`config.mk`:
```
export PLATFORM = sky130hd
export DESIGN_NAME = compact_int32_codec_unit_flat
export DESIGN_NICKNAME = d
export VERILOG_FILES = /design/src/design/cic_pkg.sv /design/src/design/cic_in_if.sv /design/src/design/cic_out_if.sv /design/src/design/cic_encoder.sv /design/src/design/cic_decoder.sv /design/src/design/compact_int32_codec_unit.sv /design/src/flat_wrapper.sv
export SDC_FILE = /design/constraint.sdc
export NUM_CORES = 1
export LEC_CHECK = 0
export BUFFER_PORTS_ARGS = -buffer_cell sky130_fd_sc_hd__buf_2
export CORE_AREA = 2 2 134 136
export DETAILED_ROUTE_END_ITERATION = 10
export DIE_AREA = 0 0 136 138
export PLACE_DENSITY_LB_ADDON = 0.2
export RECOVER_POWER = 25
export SETUP_SLACK_MARGIN = 0.5
export SYNTH_ARGS = -nofsm -noshare
export SYNTH_HDL_FRONTEND = slang
export SYNTH_HIERARCHICAL = 1
export SYNTH_SLANG_ARGS = --single-unit
```
`constraint.sdc`:
```
create_clock -name clk -period 7.2 [get_ports clk]
set_input_delay 0.36 -clock clk [delete_from_list [all_inputs] [get_ports clk]]
set_output_delay 0.36 -clock clk [all_outputs]
set_load 0.01 [all_outputs]
```
`src/design/cic_pkg.sv`:
```
package cic_pkg;

    localparam int unsigned FORM_W = 40;
    localparam int unsigned LEN_W  = 3;

    // Request kinds.
    typedef enum logic
    {
        KIND_ENCODE = 1'b0,
        KIND_DECODE = 1'b1
    } cic_kind_t;

    // Form lengths in bytes.
    localparam logic [LEN_W-1:0] LEN_ONE  = 3'd1;
    localparam logic [LEN_W-1:0] LEN_TWO  = 3'd2;
    localparam logic [LEN_W-1:0] LEN_FOUR = 3'd4;
    localparam logic [LEN_W-1:0] LEN_FIVE = 3'd5;

    // Magnitude limits of the short forms.
    localparam logic [31:0] U_LIM1 = 32'h0000_0080;
    localparam logic [31:0] U_LIM2 = 32'h0000_4000;
    localparam logic [31:0] U_LIM4 = 32'h2000_0000;
    localparam logic [31:0] S_LIM1 = 32'h0000_0040;
    localparam logic [31:0] S_LIM2 = 32'h0000_2000;
    localparam logic [31:0] S_LIM4 = 32'h1000_0000;

    // Prefixes for non-negative and negative forms.
    localparam logic [7:0]  POS_P1 = 8'h00;
    localparam logic [7:0]  NEG_P1 = 8'h40;
    localparam logic [15:0] POS_P2 = 16'h8000;
    localparam logic [15:0] NEG_P2 = 16'ha000;
    localparam logic [31:0] POS_P4 = 32'hc000_0000;
    localparam logic [31:0] NEG_P4 = 32'hd000_0000;
    localparam logic [7:0]  POS_P5 = 8'he0;
    localparam logic [7:0]  NEG_P5 = 8'hf0;

    typedef struct packed {
        logic [FORM_W-1:0] form;   // first byte in the top bits
        logic [LEN_W-1:0]  len;
    } cic_enc_t;

    typedef struct packed {
        logic        produce;      // this byte completes a value
        logic [31:0] value;
    } cic_dec_t;

endpackage

```
`src/design/cic_in_if.sv`:
```
interface cic_in_if;
    logic        valid;
    logic        ready;
    logic        kind;
    logic [31:0] value;
    logic [7:0]  in_byte;

    modport source (output valid, output kind, output value, output in_byte, input ready);
    modport sink   (input valid, input kind, input value, input in_byte, output ready);
endinterface

```
`src/design/cic_out_if.sv`:
```
interface cic_out_if;
    logic        valid;
    logic        ready;
    logic [7:0]  out_byte;
    logic        byte_valid;
    logic        last;
    logic [31:0] decoded_value;
    logic        value_valid;

    modport source (output valid, output out_byte, output byte_valid, output last,
                    output decoded_value, output value_valid, input ready);
    modport sink   (input valid, input out_byte, input byte_valid, input last,
                    input decoded_value, input value_valid, output ready);
endinterface

```
`src/design/cic_encoder.sv`:
```
module cic_encoder (
    input  logic             signed_mode,
    input  logic [31:0]      value,
    output cic_pkg::cic_enc_t enc
);
    import cic_pkg::*;

    logic        neg;
    logic [31:0] mag;
    logic [31:0] lim1;
    logic [31:0] lim2;
    logic [31:0] lim4;
    logic [7:0]  p1;
    logic [15:0] p2;
    logic [31:0] p4;
    logic [7:0]  p5;

    assign neg  = signed_mode & value[31];
    assign mag  = neg ? (32'd0 - value) : value;
    assign lim1 = signed_mode ? S_LIM1 : U_LIM1;
    assign lim2 = signed_mode ? S_LIM2 : U_LIM2;
    assign lim4 = signed_mode ? S_LIM4 : U_LIM4;
    assign p1   = neg ? NEG_P1 : POS_P1;
    assign p2   = neg ? NEG_P2 : POS_P2;
    assign p4   = neg ? NEG_P4 : POS_P4;
    assign p5   = neg ? NEG_P5 : POS_P5;

    always_comb
    begin
        if (mag < lim1)
        begin
            enc.form = {mag[7:0] | p1, 32'd0};
            enc.len  = LEN_ONE;
        end
        else if (mag < lim2)
        begin
            enc.form = {mag[15:0] | p2, 24'd0};
            enc.len  = LEN_TWO;
        end
        else if (mag < lim4)
        begin
            enc.form = {mag | p4, 8'd0};
            enc.len  = LEN_FOUR;
        end
        else
        begin
            enc.form = {p5, mag};
            enc.len  = LEN_FIVE;
        end
    end

endmodule

```
`src/design/cic_decoder.sv`:
```
module cic_decoder (
    input  logic              clk,
    input  logic              rst_n,
    input  logic              signed_mode,
    input  logic              step,
    input  logic [7:0]        in_byte,
    output cic_pkg::cic_dec_t dec
);
    import cic_pkg::*;

    localparam logic [2:0] MASK_NONE = 3'd0;
    localparam logic [2:0] MASK_8000 = 3'd1;
    localparam logic [2:0] MASK_A000 = 3'd2;
    localparam logic [2:0] MASK_C000 = 3'd3;
    localparam logic [2:0] MASK_D000 = 3'd4;

    logic [2:0]  bytes_left_reg, bytes_left_next;
    logic [31:0] acc_reg, acc_next;
    logic [2:0]  mask_kind_reg, mask_kind_next;
    logic        negate_reg, negate_next;
    logic [31:0] mask;
    logic [31:0] acc_shift;
    logic [31:0] cleared;
    logic [31:0] lead;

    assign acc_shift = {acc_reg[23:0], in_byte};
    assign lead      = {24'd0, in_byte};

    always_comb
    begin
        case (mask_kind_reg)
            MASK_8000: mask = 32'h0000_8000;
            MASK_A000: mask = 32'h0000_a000;
            MASK_C000: mask = 32'hc000_0000;
            MASK_D000: mask = 32'hd000_0000;
            default:   mask = 32'd0;
        endcase
    end

    assign cleared = acc_shift & ~mask;

    always_comb
    begin
        bytes_left_next = bytes_left_reg;
        acc_next        = acc_reg;
        mask_kind_next  = mask_kind_reg;
        negate_next     = negate_reg;
        dec.produce     = 1'b0;
        dec.value       = lead;
        if (bytes_left_reg != 3'd0)
        begin
            acc_next        = acc_shift;
            bytes_left_next = bytes_left_reg - 3'd1;
            if (bytes_left_reg == 3'd1)
            begin
                dec.produce    = 1'b1;
                dec.value      = negate_reg ? (32'd0 - cleared) : cleared;
                mask_kind_next = MASK_NONE;
                negate_next    = 1'b0;
            end
        end
        else if (signed_mode)
        begin
            case (in_byte[7:4])
                4'hf:
                begin
                    acc_next = 32'd0; bytes_left_next = 3'd4;
                    mask_kind_next = MASK_NONE; negate_next = 1'b1;
                end
                4'he:
                begin
                    acc_next = 32'd0; bytes_left_next = 3'd4;
                    mask_kind_next = MASK_NONE; negate_next = 1'b0;
                end
                4'hd:
                begin
                    acc_next = lead; bytes_left_next = 3'd3;
                    mask_kind_next = MASK_D000; negate_next = 1'b1;
                end
                4'hc:
                begin
                    acc_next = lead; bytes_left_next = 3'd3;
                    mask_kind_next = MASK_C000; negate_next = 1'b0;
                end
                4'hb, 4'ha:
                begin
                    acc_next = lead; bytes_left_next = 3'd1;
                    mask_kind_next = MASK_A000; negate_next = 1'b1;
                end
                4'h9, 4'h8:
                begin
                    acc_next = lead; bytes_left_next = 3'd1;
                    mask_kind_next = MASK_8000; negate_next = 1'b0;
                end
                4'h7, 4'h6, 4'h5, 4'h4:
                begin
                    dec.produce = 1'b1;
                    dec.value   = 32'd0 - {26'd0, in_byte[5:0]};
                end
                default:
                begin
                    dec.produce = 1'b1;
                end
            endcase
        end
        else
        begin
            case (in_byte[7:5])
                3'h7:
                begin
                    acc_next = 32'd0; bytes_left_next = 3'd4;
                    mask_kind_next = MASK_NONE; negate_next = 1'b0;
                end
                3'h6:
                begin
                    acc_next = lead; bytes_left_next = 3'd3;
                    mask_kind_next = MASK_C000; negate_next = 1'b0;
                end
                3'h5, 3'h4:
                begin
                    acc_next = lead; bytes_left_next = 3'd1;
                    mask_kind_next = MASK_8000; negate_next = 1'b0;
                end
                default:
                begin
                    dec.produce = 1'b1;
                end
            endcase
        end
    end

    always_ff @(posedge clk or negedge rst_n)
    begin
        if (!rst_n)
        begin
            bytes_left_reg <= 3'd0;
            acc_reg        <= 32'd0;
            mask_kind_reg  <= MASK_NONE;
            negate_reg     <= 1'b0;
        end
        else if (step)
        begin
            bytes_left_reg <= bytes_left_next;
            acc_reg        <= acc_next;
            mask_kind_reg  <= mask_kind_next;
            negate_reg     <= negate_next;
        end
    end

    // A pending form is never longer than four further bytes.
    a_left_range: assert property (@(posedge clk) disable iff (!rst_n)
        bytes_left_reg <= 3'd4)
        else $error("decoder byte count out of range");

    // Only the last byte of a form, or a one-byte form, completes a value.
    a_produce_end: assert property (@(posedge clk) disable iff (!rst_n)
        (step && dec.produce) |=> (bytes_left_reg == 3'd0 && mask_kind_reg == MASK_NONE))
        else $error("decoder finished a value with a form still open");

endmodule

```
`src/design/compact_int32_codec_unit.sv`:
```
// Channel | Modport           | Payload
// in_ch   | cic_in_if.sink    | kind, value, in_byte
// out_ch  | cic_out_if.source | out_byte, byte_valid, last, decoded_value, value_valid
// cfg     | cfg_we/cfg_wdata  | signed_mode, written on any edge with cfg_we high
//
// A decode request gives at most one result.
// An encode request holds the request register for 1, 2, 4 or 5 form bytes, one byte per
// cycle into the result register while it is free; the byte index counter tracks them.
// Requests are taken while a result waits, as long as the request register drains.
// A stalled result holds any request that must write it; rst_n clears all control state.
module compact_int32_codec_unit (
    input  logic  clk,
    input  logic  rst_n,
    input  logic  cfg_we,
    input  logic  cfg_wdata,
    cic_in_if.sink    in_ch,
    cic_out_if.source out_ch
);
    import cic_pkg::*;

    logic        signed_mode_reg;
    logic        in_valid_reg;
    logic        kind_reg;
    logic [31:0] value_reg;
    logic [7:0]  byte_reg;
    logic [2:0]  idx_reg, idx_next;

    logic        out_valid_reg;
    logic [7:0]  out_byte_reg;
    logic        byte_valid_reg;
    logic        last_reg;
    logic [31:0] dec_value_reg;
    logic        value_valid_reg;

    cic_enc_t    enc;
    cic_dec_t    dec;
    logic        out_free;
    logic        emit;
    logic        enc_last;
    logic        dec_step;
    logic        retire;
    logic [7:0]  cur_byte;

    cic_encoder u_enc (
        .signed_mode (signed_mode_reg),
        .value       (value_reg),
        .enc         (enc)
    );

    cic_decoder u_dec (
        .clk         (clk),
        .rst_n       (rst_n),
        .signed_mode (signed_mode_reg),
        .step        (dec_step),
        .in_byte     (byte_reg),
        .dec         (dec)
    );

    always_comb
    begin
        case (idx_reg)
            3'd0:    cur_byte = enc.form[39:32];
            3'd1:    cur_byte = enc.form[31:24];
            3'd2:    cur_byte = enc.form[23:16];
            3'd3:    cur_byte = enc.form[15:8];
            3'd4:    cur_byte = enc.form[7:0];
            default: cur_byte = 8'd0;
        endcase
    end

    assign out_free = !out_valid_reg || out_ch.ready;
    assign enc_last = (idx_reg == (enc.len - 3'd1));
    assign emit     = in_valid_reg && (kind_reg == KIND_ENCODE) && out_free;
    // A decode byte that completes nothing leaves without needing the result register.
    assign dec_step = in_valid_reg && (kind_reg == KIND_DECODE) && (out_free || !dec.produce);
    assign retire   = (emit && enc_last) || dec_step;
    assign idx_next = retire ? 3'd0 : (emit ? idx_reg + 3'd1 : idx_reg);

    assign in_ch.ready = !in_valid_reg || retire;

    always_ff @(posedge clk or negedge rst_n)
    begin
        if (!rst_n)
        begin
            signed_mode_reg <= 1'b0;
            in_valid_reg    <= 1'b0;
            idx_reg         <= 3'd0;
            out_valid_reg   <= 1'b0;
        end
        else
        begin
            if (cfg_we)
                signed_mode_reg <= cfg_wdata;
            if (in_ch.ready)
                in_valid_reg <= in_ch.valid;
            idx_reg <= idx_next;
            if (out_free)
                out_valid_reg <= emit || (dec_step && dec.produce);
        end
    end

    always_ff @(posedge clk)
    begin
        if (in_ch.ready && in_ch.valid)
        begin
            kind_reg  <= in_ch.kind;
            value_reg <= in_ch.value;
            byte_reg  <= in_ch.in_byte;
        end
        if (emit)
        begin
            out_byte_reg    <= cur_byte;
            byte_valid_reg  <= 1'b1;
            last_reg        <= enc_last;
            dec_value_reg   <= 32'd0;
            value_valid_reg <= 1'b0;
        end
        else if (dec_step && dec.produce)
        begin
            out_byte_reg    <= 8'd0;
            byte_valid_reg  <= 1'b0;
            last_reg        <= 1'b0;
            dec_value_reg   <= dec.value;
            value_valid_reg <= 1'b1;
        end
    end

    assign out_ch.valid         = out_valid_reg;
    assign out_ch.out_byte      = out_byte_reg;
    assign out_ch.byte_valid    = byte_valid_reg;
    assign out_ch.last          = last_reg;
    assign out_ch.decoded_value = dec_value_reg;
    assign out_ch.value_valid   = value_valid_reg;

    // Every result is either an encoded byte or a decoded value, never both.
    a_one_kind: assert property (@(posedge clk) disable iff (!rst_n)
        out_valid_reg |-> (byte_valid_reg ^ value_valid_reg))
        else $error("result carries both or neither kind");

    // The byte index only moves while an encode request is held.
    a_idx_owner: assert property (@(posedge clk) disable iff (!rst_n)
        (idx_reg != 3'd0) |-> (in_valid_reg && kind_reg == KIND_ENCODE))
        else $error("byte index set without an encode request");

    // No form is longer than five bytes.
    a_idx_range: assert property (@(posedge clk) disable iff (!rst_n)
        idx_reg <= 3'd4)
        else $error("byte index out of range");

    // A decoded value never carries the last flag.
    a_last_byte: assert property (@(posedge clk) disable iff (!rst_n)
        (out_valid_reg && last_reg) |-> byte_valid_reg)
        else $error("last flag on a decode result");

endmodule
```
`src/flat_wrapper.sv`:
```
// flat-port wrapper written by rule: the top's interface ports become plain ports
module compact_int32_codec_unit_flat import cic_pkg::*;
  (clk, rst_n, cfg_we, cfg_wdata, in_ch_valid, in_ch_kind, in_ch_value, in_ch_in_byte, in_ch_ready, out_ch_valid, out_ch_out_byte, out_ch_byte_valid, out_ch_last, out_ch_decoded_value, out_ch_value_valid, out_ch_ready);
  cic_in_if in_ch_i ();
  cic_out_if out_ch_i ();
  input  logic clk;
  input  logic rst_n;
  input  logic cfg_we;
  input  logic cfg_wdata;
  input wire logic [$bits(in_ch_i.valid)-1:0] in_ch_valid;
  input wire logic [$bits(in_ch_i.kind)-1:0] in_ch_kind;
  input wire logic [$bits(in_ch_i.value)-1:0] in_ch_value;
  input wire logic [$bits(in_ch_i.in_byte)-1:0] in_ch_in_byte;
  output wire logic [$bits(in_ch_i.ready)-1:0] in_ch_ready;
  output wire logic [$bits(out_ch_i.valid)-1:0] out_ch_valid;
  output wire logic [$bits(out_ch_i.out_byte)-1:0] out_ch_out_byte;
  output wire logic [$bits(out_ch_i.byte_valid)-1:0] out_ch_byte_valid;
  output wire logic [$bits(out_ch_i.last)-1:0] out_ch_last;
  output wire logic [$bits(out_ch_i.decoded_value)-1:0] out_ch_decoded_value;
  output wire logic [$bits(out_ch_i.value_valid)-1:0] out_ch_value_valid;
  input wire logic [$bits(out_ch_i.ready)-1:0] out_ch_ready;
  assign in_ch_i.valid = in_ch_valid;
  assign in_ch_i.kind = in_ch_kind;
  assign in_ch_i.value = in_ch_value;
  assign in_ch_i.in_byte = in_ch_in_byte;
  assign in_ch_ready = in_ch_i.ready;
  assign out_ch_valid = out_ch_i.valid;
  assign out_ch_out_byte = out_ch_i.out_byte;
  assign out_ch_byte_valid = out_ch_i.byte_valid;
  assign out_ch_last = out_ch_i.last;
  assign out_ch_decoded_value = out_ch_i.decoded_value;
  assign out_ch_value_valid = out_ch_i.value_valid;
  assign out_ch_i.ready = out_ch_ready;
  compact_int32_codec_unit u_core (.clk(clk), .rst_n(rst_n), .cfg_we(cfg_we), .cfg_wdata(cfg_wdata), .in_ch(in_ch_i), .out_ch(out_ch_i));
endmodule
```
Word-level counts from Yosys, hierarchy flattened --
Cells that the tools add are included.
Word-level totals: bits in registers 121, input port bits 47, output and inout bits 45, word-level logic and storage cells 147
Cells by class: add/subtract/negate cells 6, $lt $le $gt $ge 3, equal/unequal tests 31, mux-type cells 45, bitwise operators 7, reductions and logical operators 39
Operators by type and width (number):
- $mux W43 | 3
- $mux W32 | 4
- $pmux W32 S4 | 1
- $pmux W24 S2 | 2
- $mux W33 | 2
- $sub A1 B32 Y32 const A | 2
- $mux W24 | 2
- $pmux W8 S5 | 1
- $and A32 B32 Y32 | 1
- $eq A4 B4 Y1 const B | 8
- $lt A32 B15 Y1 | 1
- $lt A32 B30 Y1 | 1
- $lt A32 B8 Y1 | 1
- $not A32 Y32 | 1
- $or A32 B32 Y32 | 1
- $mux W30 | 1
- $mux W29 | 1
- $pmux W3 S3 | 3
- $mux W8 | 3
- $mux W3 | 7
- $reduce_or A4 Y1 | 5
- $eq A3 B3 Y1 const B | 6
- $eq A4 B3 Y1 const B | 4
- $or A16 B16 Y16 | 1
- 34 further kinds | 69

Longest topological paths before layout --
word-level depth 14, gate-level depth with buffers 20, gate-level depth less buffers 18

Modules after synthesis --
Netlist, hierarchy kept.
By module, submodules not included:
- compact_int32_codec_unit | times used 1, cells an instance 287, area an instance 3425.8 µm², seq. area each 2332.2 µm²
- cic_decoder | times used 1, cells an instance 268, area an instance 2388.5 µm², seq. area each 775.7 µm²
- cic_encoder | times used 1, cells an instance 277, area an instance 1809.2 µm², seq. area each 0.0 µm²

Worst setup path before layout --
No wires, ideal clock.
path kind register to register, from register u_core.value_reg[0], to register u_core.byte_reg[0], enable pin, library setup time 0.503 ns, arrival time 6.910 ns, required time 6.697 ns, setup slack -0.213 ns, stages on the path, launching flop included 18, path buffers 1, clock period less this slack 7.413 ns, cell sequence edfxtp_1 inv_1 ha_1 nor4b_2 and2_1 clkbuf_8 nand3_1 or4_2 a31o_2 nor4_4 nand3b_2 a22o_2 inv_1 ha_1 xor3_1 nor2_1 nand3_2 a21boi_0
RTL lines:
- start: declaration | RTL line compact_int32_codec_unit.sv:24 | logic [31:0] value_reg;
- start signal: assignment | RTL line compact_int32_codec_unit.sv:107 | value_reg <= in_ch.value;
- end signal: assignment | RTL line compact_int32_codec_unit.sv:108 | byte_reg <= in_ch.in_byte;
- end: declaration | RTL line compact_int32_codec_unit.sv:25 | logic [7:0] byte_reg;

==> metrics.csv <==
metric,value,unit
fmax,0.170,GHz
reg2reg_to,u_core/value_reg[23]$_DFFE_PP_,
dieWidth,136,um
final_cell_area,8760,um^2
cts_num_sinks,121,
setup_viol,0,
clock_skew,7.50,ps
synth_edf_count,50,
drt-wirelength-per-cell,17.2,um
violations,"max-capacitance violations, max-slew violations",
first_pass_iters,5,
worstPathArrival,5520,ps
vias,6503,
ctsHoldBuffers,0,
postCtsSetupRepairBufs,0,
total_power,2.76,mW
period_needed,5880,ps
totalWireLength,19600,um
place_ws,1440,ps
synth_common_cells,"116 x nand2_1, 61 x nor2_1, 51 x a21oi_1",
synth_nets,893,
synth-seq-cells,121,
holdPathStages,1,
r2r-start,u_core/signed_mode_reg$_DFFE_PN0P_,
status,"finished, violations left",
period_share,81.6,%
setup_ws,1320,ps
met1_usage,34.2,%
cts_root_buf,clkbuf_16,
slew_viol_final,38,
cp_data_required_time,6840,ps
drive_gt1_share,19.3,%
irDropWorstVdd,0.000179,V
rr_worst_depth,15,
die_area,18800,um^2
use_met2,27.6,%
yosysWarnings,6,
cts_tree,yes,
dieHeight,138,um
seq_area_frac_synth,40.8,%
coreArea,17500,um^2
placed_area,8140,um^2
critPathLaunchType,flop,
htreeDepth,4,
fin_hold_ws,116,ps
vias_per_cell,5.73,
stdcell_count,1135,
nNetsFinal,954,
io_pins,92,
synth_cells,832,
drt_iter0_markers,678,
grt_pass1_wl,31900,um
fin_setup_tns,0,ps
grt_setup_unrepaired,no,
n_antenna_cell,0,
maxSlewHeadroom,-38.1,%
initial_core_util,43.5,%
grt_pass1_vias,5984,
ant_nets,0,
overflow,0,
antenna_found_initial,0,
ctsResizeCount,0,
synth_flop_cell,edfxtp_1,
track_usage,21.3,%
cp_max_fo,24,
cts_buffers,17,
max_cap_violations,1,
min_to,u_core/value_reg[28]$_DFFE_PP_,
dpl.cell_count,1103,
place_congestion,0.883,
clkTransAtPathRegs,60,ps
syn_area,7620,um^2
power.leakage,3.36,nW
port_buffers,91,
cp-end-kind,output pin,
yosysMostFrequentCell,nand2_1,
synth_cell_types,87,
fin_util,50.0,%
crit_type,flop to output pin,
synth_top_area_share,19.7,%
hpwl,13900,um
drc,0,
worstMarginPinSlew,2070,ps
rows,49,
power_density,315,nW/um^2
clockBufferDepth,2,
busiest_layer,met1,
syn_avg_cell_area,9.16,um^2
synth_top_area_cell,edfxtp_1,
hp-class,primary input to flop,
ff2ff_setup_slack,1380,ps
ys_async_sr_fraction,30.6,%
synth_area_leaders,"edfxtp_1 20%, dfrtp_1 12%, dfxtp_1 8.9%",
met3_usage,4.91,%
area_growth,14.9,%
clkLatencyLatePin,410,ps
hold_start,in_ch_value[28],
grt_max_degree,42,
hold_viol,0,
cells in the final DEF (no fill, tap or decap), types with 22 or more instances in the layout:
cell / n
a21oi_1: 51
inv_1: 22
dfxtp_1: 34
buf_2: 84
nand2_1: 116
o21ai_0: 49
dfrtp_1: 37
edfxtp_1: 50
nor2_1: 60
nor3_1: 24
xor2_1: 38
xnor2_1: 24
layout make-up:
type                       count  area, um^2
clock buffer                  24         567
clock inverter                 8        66.3
sequential                   121        3110
multi-input combinational    632        4150
inverter                      23        86.3
tap                          229         287
timing repair buffer          98         499
fill                        1675        8770
cell families (layout without fill, tap and decap cells):
| family | after synthesis | in the layout | share of synthesized area (%) |
|---|---|---|---|
| muxes | 6 | 6 | 0.853 |
| xor gates and xnor gates | 63 | 63 | 7.43 |
| buffers and inverters | 79 | 153 | 5.25 |
| AOI/OAI and AO/OA | 238 | 238 | 22.2 |
| and+or+nand+nor | 311 | 311 | 21.2 |
| adders and majority gates | 14 | 14 | 2.30 |
| DFF | 121 | 121 | 40.8 |
where the power goes:
group	internal (mW)	total [mW]	switching, mW
combinational	0.355	0.836	0.481
clock	0.557	0.883	0.326
sequential	0.853	1.04	0.185
worst max path at each step:
stage                                        from                              to  cells after the start
6_report       u_core/signed_mode_reg$_DFFE_PN0P_                     in_ch_ready                     15
3_5_place_dp        u_core/value_reg[0]$_DFFE_PP_  u_core/value_reg[21]$_DFFE_PP_                     17
3_3_place_gp        u_core/value_reg[6]$_DFFE_PP_  u_core/value_reg[23]$_DFFE_PP_                     15
2_1_floorplan       u_core/value_reg[0]$_DFFE_PP_    u_core/byte_reg[0]$_DFFE_PP_                     17
5_1_grt        u_core/signed_mode_reg$_DFFE_PN0P_                     in_ch_ready                     15
4_1_cts             u_core/value_reg[0]$_DFFE_PP_                     in_ch_ready                     17
worst max-delay path, cell delays in order, from the launching register on:
cell and delay [ps]:
dfrtp_1 720, nand2_1 620, a41oi_1 410, xor2_1 420
ha_1 310, a21boi_0 120, nor3b_1 550, nand3b_2 410
a22o_2 340, inv_1 80, ha_1 160, xor3_1 300
nor2_1 180, nand3_2 160, nand2_1 170, buf_2 150
metal layers:
layer | wire, um | vias up | part of all wire, %
met5 | 0 | - | 0
met4 | 359 | 0 | 1.8
met3 | 1640 | 25 | 8.4
met2 | 7730 | 285 | 40
met1 | 9840 | 3016 | 50
li1 | - | 3177 | -
Power figures use the tool's default switching activity.
